File: src/design/ensc_pkg.sv
// Shared types, constants and latencies of the environment sensor compensation core.
package ensc_pkg;

  // Configuration port
  localparam int unsigned CFG_IDX_W  = 3;
  localparam int unsigned CFG_DATA_W = 64;

  typedef enum logic [CFG_IDX_W-1:0] {
    REG_CALIB_TEMP   = 3'd0,
    REG_CALIB_PRES_A = 3'd1,
    REG_CALIB_PRES_B = 3'd2,
    REG_CALIB_PRES_C = 3'd3,
    REG_CALIB_HUM    = 3'd4
  } reg_idx_t;

  // Compensation constants
  localparam int unsigned PRS_TFINE_OFS = 128000;
  localparam int unsigned PRS_ADC_FULL  = 1048576;
  localparam int unsigned PRS_NUM_SCALE = 3125;
  localparam int unsigned HUM_TFINE_OFS = 76800;
  localparam int unsigned HUM_ROUND_X   = 16384;
  localparam int unsigned HUM_Y_OFS_A   = 32768;
  localparam int unsigned HUM_Y_OFS_B   = 2097152;
  localparam int unsigned HUM_ROUND_Y   = 8192;
  localparam int unsigned HUM_CLAMP     = 419430400;
  localparam int unsigned HUM_MAX_OUT   = HUM_CLAMP / 4096;

  // Divider: 64 quotient bits, divisor magnitude fits 31 bits
  localparam int unsigned DIV_STEPS = 64;
  localparam int unsigned DIV_DEN_W = 31;

  // Stage counts of each unit
  localparam int unsigned TMP_LAT  = 5;
  localparam int unsigned HUM_LAT  = 11;
  localparam int unsigned PRS_LAT  = 7;
  localparam int unsigned DIV_LAT  = DIV_STEPS + 2;
  localparam int unsigned POST_LAT = 5;
  localparam int unsigned CORE_LAT = TMP_LAT + HUM_LAT + PRS_LAT + DIV_LAT + POST_LAT;

  typedef struct packed {
    logic [19:0] raw_pressure;
    logic [19:0] raw_temperature;
    logic [15:0] raw_humidity;
  } in_item_t;

  typedef struct packed {
    logic signed [31:0] temperature_centi;
    logic signed [31:0] fine_temperature;
    logic [31:0]        pressure_q24_8;
    logic [16:0]        humidity_q22_10;
    logic               result_valid;
  } out_item_t;

  typedef struct packed {
    logic signed [31:0] tcenti;
    logic signed [31:0] tfine;
    logic [19:0]        adc_p;
    logic [15:0]        adc_h;
  } tmp_res_t;

  typedef struct packed {
    logic signed [31:0] tcenti;
    logic signed [31:0] tfine;
    logic [19:0]        adc_p;
    logic [16:0]        hum;
  } hum_res_t;

  typedef struct packed {
    logic signed [31:0] tcenti;
    logic signed [31:0] tfine;
    logic [16:0]        hum;
    logic               den_zero;
  } div_side_t;

endpackage

File: src/design/ensc_temp.sv
// Temperature compensation pipeline: fine temperature and hundredths of a degree.
module ensc_temp (
  input  logic               clk,
  input  logic               rst_n,
  input  logic               in_valid,
  input  ensc_pkg::in_item_t in_item,
  input  logic [47:0]        calib_temp,
  output logic               out_valid,
  output ensc_pkg::tmp_res_t out_res
);
  localparam int unsigned NSTG = ensc_pkg::TMP_LAT;

  logic [15:0]        t1;
  logic signed [15:0] t2, t3;
  logic [NSTG-1:0]    vld_r;
  ensc_pkg::in_item_t raw_r [NSTG];

  logic signed [17:0] a_nxt, a_r;
  logic signed [16:0] b_nxt, b_r;
  logic signed [33:0] m1_nxt, m2_nxt;
  logic signed [31:0] m1_r, m2_r;
  logic signed [19:0] bb;
  logic signed [20:0] v1_nxt, v1_r;
  logic signed [35:0] m3_nxt;
  logic signed [31:0] m3_r;
  logic signed [17:0] v2;
  logic signed [31:0] tfine_nxt, tfine_r, tfine_d_r;
  logic signed [31:0] tc_sum, tcenti_nxt, tcenti_r;

  assign t1 = calib_temp[15:0];
  assign t2 = $signed(calib_temp[31:16]);
  assign t3 = $signed(calib_temp[47:32]);

  assign a_nxt = $signed({1'b0, in_item.raw_temperature[19:3]}) - $signed({1'b0, t1, 1'b0});
  assign b_nxt = $signed({1'b0, in_item.raw_temperature[19:4]}) - $signed({1'b0, t1});

  assign m1_nxt = a_r * t2;
  assign m2_nxt = b_r * b_r;

  assign v1_nxt = 21'(m1_r >>> 11);
  assign bb     = 20'(m2_r >>> 12);
  assign m3_nxt = bb * t3;

  assign v2        = 18'(m3_r >>> 14);
  assign tfine_nxt = 32'(v1_r) + 32'(v2);

  assign tc_sum     = (tfine_r <<< 2) + tfine_r + 32'sd128;
  assign tcenti_nxt = tc_sum >>> 8;

  always_ff @(posedge clk) begin
    if (!rst_n) begin
      vld_r <= '0;
    end else begin
      vld_r <= {vld_r[NSTG-2:0], in_valid};
    end
  end

  always_ff @(posedge clk) begin
    raw_r[0] <= in_item;
    for (int k = 1; k < NSTG; k++) begin
      raw_r[k] <= raw_r[k-1];
    end
    a_r       <= a_nxt;
    b_r       <= b_nxt;
    m1_r      <= m1_nxt[31:0];
    m2_r      <= m2_nxt[31:0];
    v1_r      <= v1_nxt;
    m3_r      <= m3_nxt[31:0];
    tfine_r   <= tfine_nxt;
    tcenti_r  <= tcenti_nxt;
    tfine_d_r <= tfine_r;
  end

  assign out_valid      = vld_r[NSTG-1];
  assign out_res.tcenti = tcenti_r;
  assign out_res.tfine  = tfine_d_r;
  assign out_res.adc_p  = raw_r[NSTG-1].raw_pressure;
  assign out_res.adc_h  = raw_r[NSTG-1].raw_humidity;

endmodule

File: config.mk
export PLATFORM = sky130hd
export DESIGN_NAME = ensc_temp
export DESIGN_NICKNAME = d
export VERILOG_FILES = /design/src/design/ensc_pkg.sv /design/src/design/ensc_temp.sv
export SDC_FILE = /design/constraint.sdc
export NUM_CORES = 2
export LEC_CHECK = 0
export BUFFER_PORTS_ARGS = -buffer_cell sky130_fd_sc_hd__buf_4
export CAP_MARGIN = 15
export CELL_PAD_IN_SITES_DETAIL_PLACEMENT = 1
export CELL_PAD_IN_SITES_GLOBAL_PLACEMENT = 1
export CORE_UTILIZATION = 54
export DETAILED_ROUTE_END_ITERATION = 10
export GPL_TIMING_DRIVEN = 1
export PLACE_DENSITY = 0.91
export SYNTH_ARGS = -nofsm -noshare
export SYNTH_HDL_FRONTEND = slang
export SYNTH_SLANG_ARGS = --single-unit
File: constraint.sdc
create_clock -name clk -period 10.9 [get_ports clk]
set_clock_uncertainty 0.15 [all_clocks]
set_input_delay 0.545 -clock clk [delete_from_list [all_inputs] [get_ports clk]]
set_output_delay 0.545 -clock clk [all_outputs]
set_load 0.1 [all_outputs]
==> results.sh <==
export IMPL_outcome="complete, no violations"
export IMPL_final_nets=5369
export IMPL_via_per_inst=5.60
export IMPL_grt_total_usage=0.348
export IMPL_placed_area_mm2=0.0414
export IMPL_initial_core_util=0.549
export IMPL_synth_edf_count=0
export IMPL_crit_fanout=17
export IMPL_startpoint="a_r[8]"
export IMPL_final_cell_mix="inv_1 (1011), fa_1 (816), nand2_1 (399)"
export IMPL_endpoint_kind="flop"
export IMPL_synth_area_mm2=0.0395
export IMPL_fill_cells=7924
export IMPL_final_area_mm2=0.0430
export IMPL_finalSetupTns_ps=0
export IMPL_period_minus_slack_ps=7420
export IMPL_ios=208
export IMPL_ant_nets=0
export IMPL_worstPathRequired_ps=11230
export IMPL_cts_sinks=345
export IMPL_place_hpwl_mm=92.2
export IMPL_clockRootBuffer="clkbuf_16"
export IMPL_grt_pass1_vias=35200
export IMPL_ys_flop_type="dfxtp_1"
export IMPL_worst_hold_path_type="in -> reg"
export IMPL_clk_latency_ps=590
export IMPL_gr_total_overflow=0
export IMPL_grt_antenna_before_repair=5
export IMPL_hold_viol=0
export IMPL_final_setup_viol_count=0
export IMPL_drtIter0Drc=1648
export IMPL_worst_slew_pin_slew_ps=1030
export IMPL_slew_headroom=0.312
export IMPL_r2r_start="a_r[8]"
export IMPL_grt_pass1_wl_mm=195
export IMPL_maxCapViolCount=0
export IMPL_die_x_um=272
export IMPL_yosysTopAreaCell="fa_1"
export IMPL_synth_area_leaders="fa_1 (41%), dfxtp_1 (17%), ha_1 (10%), inv_1 (9.6%), and2_1 (5.3%)"
export IMPL_vias=28600
export IMPL_fin_hold_ws_ps=27.8
export IMPL_cts_tree="built"
export IMPL_clock_path_buffers=3
export IMPL_final_common_cell="inv_1"
export IMPL_synth_distinct_cells=63
export IMPL_firstDrtPassIters=5
export IMPL_ys_seq_area_frac=0.175
export IMPL_num_rows=98
export IMPL_drc=0
export IMPL_synthArstFlopShare=0
export IMPL_yosys_warnings=0
export IMPL_worstSetupStartpointType="flop"
export IMPL_wl_per_cell_um=24.4
export IMPL_clk_pin_slew_ps=80
export IMPL_area_growth_syn_to_layout_pct=8.93
export IMPL_n_antenna_cell=0
export IMPL_cts_max_level=2
export IMPL_worst_setup_path_type="reg -> reg"
export IMPL_worstHoldStart="in_valid"
export IMPL_avgSynthCellArea_um2=9.83
export IMPL_core_area_mm2=0.0720
export IMPL_grt_start_max_net_pins=39
export IMPL_drive_above_1_share=0.0730
export IMPL_cp_data_arrival_time_ps=7750
export IMPL_die_h_um=272
export IMPL_cts_buffers=37
export IMPL_synthCells=4018
export IMPL_syn_num_nets=5261
export IMPL_rsz0062_at_grt="no"
export IMPL_yosysTopAreaCellShare=0.414
export IMPL_fmax_ghz=0.135
export IMPL_ctsResizeCount=0
export IMPL_wl_mm=124
export IMPL_place_gp_congestion=0.847
export IMPL_port_buffers=204
export IMPL_drv_slew=0
export IMPL_ys_ff_latch=345
export IMPL_dieArea_mm2=0.0742
export IMPL_period_share=0.680
[cell type report]
cell class	count	area, µm²	area share
clock inverter	20	255	0.00593
multi-input combinational	2473	27900	0.648
inverter	1012	3800	0.0883
sequential	345	6910	0.161
tap	950	1190	0.0276
clock buffer	46	990	0.0230
timing repair buffer	257	2020	0.0470
[cells by family (layout without fill, tap and decap cells)]
| group | Yosys count | after routing | synth area share |
|---|---|---|---|
| fa+ha+maj | 1136 | 1136 | 0.515 |
| compound gates | 214 | 214 | 0.0374 |
| mux | 1 | 1 | 0.000285 |
| buf+inv | 1200 | 1335 | 0.120 |
| xor+xnor | 142 | 142 | 0.0315 |
| simple gates | 980 | 980 | 0.121 |
| flops | 345 | 345 | 0.175 |
[stage by stage]
stage / instances / setup WS (ps) / util
2_1_floorplan: 4018 / 4450 / -
3_3_place_gp: 5000 / 3920 / 0.575
3_5_place_dp: 5000 / 3670 / 0.575
4_1_cts: 5103 / 3630 / 0.598
5_1_grt: 5103 / 3290 / 0.598
6_report: 5103 / 3480 / 0.598
[path summary, 6_finish.rpt]
path	end	slack (ps)	depth (start not counted)
hold reg to reg	raw_r[0][109]	170	0
setup / recovery	m1_r[31]	3480	20
hold / removal	vld_r[0]	30	2
setup reg to reg	m1_r[31]	3480	20
[synthesized netlist by cell type, types with 3 or more instances]
cell and count:
o21ai_0 35, and3_1 9, nand2b_1 22, xnor2_1 117, a21o_1 22, or2_2 4, nor3_1 36, a211oi_1 9
xor2_1 25, a2111oi_2 3, fa_1 816, nand3_1 18, or3_1 7, o211ai_1 9, o21a_1 23, and2_1 337
nand2_1 399, o2111ai_1 3, a31oi_1 6, buf_4 60, nor2b_1 21, inv_1 1011, nand4_1 6, o41ai_1 4
nor2_1 113, o31ai_1 6, dfxtp_1 345, a21boi_0 5, clkbuf_1 128, ha_1 320, o21bai_1 3, a21oi_1 59
[registers in the layout (all words and copies together) (netlist names)]
register and cells:
raw_r 180, m3_r 18, tfine_r 22, tfine_d_r 22, m2_r 20, vld_r 5
v1_r 21, a_r 18, m1_r 21, tcenti_r 18
[critical path, stage by stage, from the launching register on]
cell and delay (ps):
dfxtp_1 890, buf_4 420, and2_1 210, fa_1 390
inv_1 70, fa_1 450, fa_1 530, inv_1 70
fa_1 520, fa_1 490, inv_1 50, fa_1 490
inv_1 50, ha_1 190, a2111oi_1 710, nor2_1 310
o2111ai_2 430, o211ai_1 230, a31oi_1 410, o21bai_1 130
xnor2_1 140
[routing by layer]
layer,wire length (µm),GRT usage,up-vias
met3,8760,0.0707,646
met1,40600,0.354,14700
li1,-,-,11900
met2,65900,0.640,1434
met4,9020,0.232,4
met5,22,0,-
[timing repair]
| action | in CTS | in global routing |
|---|---|---|
| hold endpoints to repair | 37 | 0 |
| buffers inserted | 0 | 0 |
| hold buffers | 37 | 0 |
Power is left out: the tool's default activity adds up to more than one toggle a clock period on the data nets, which glitch-free logic cannot reach.
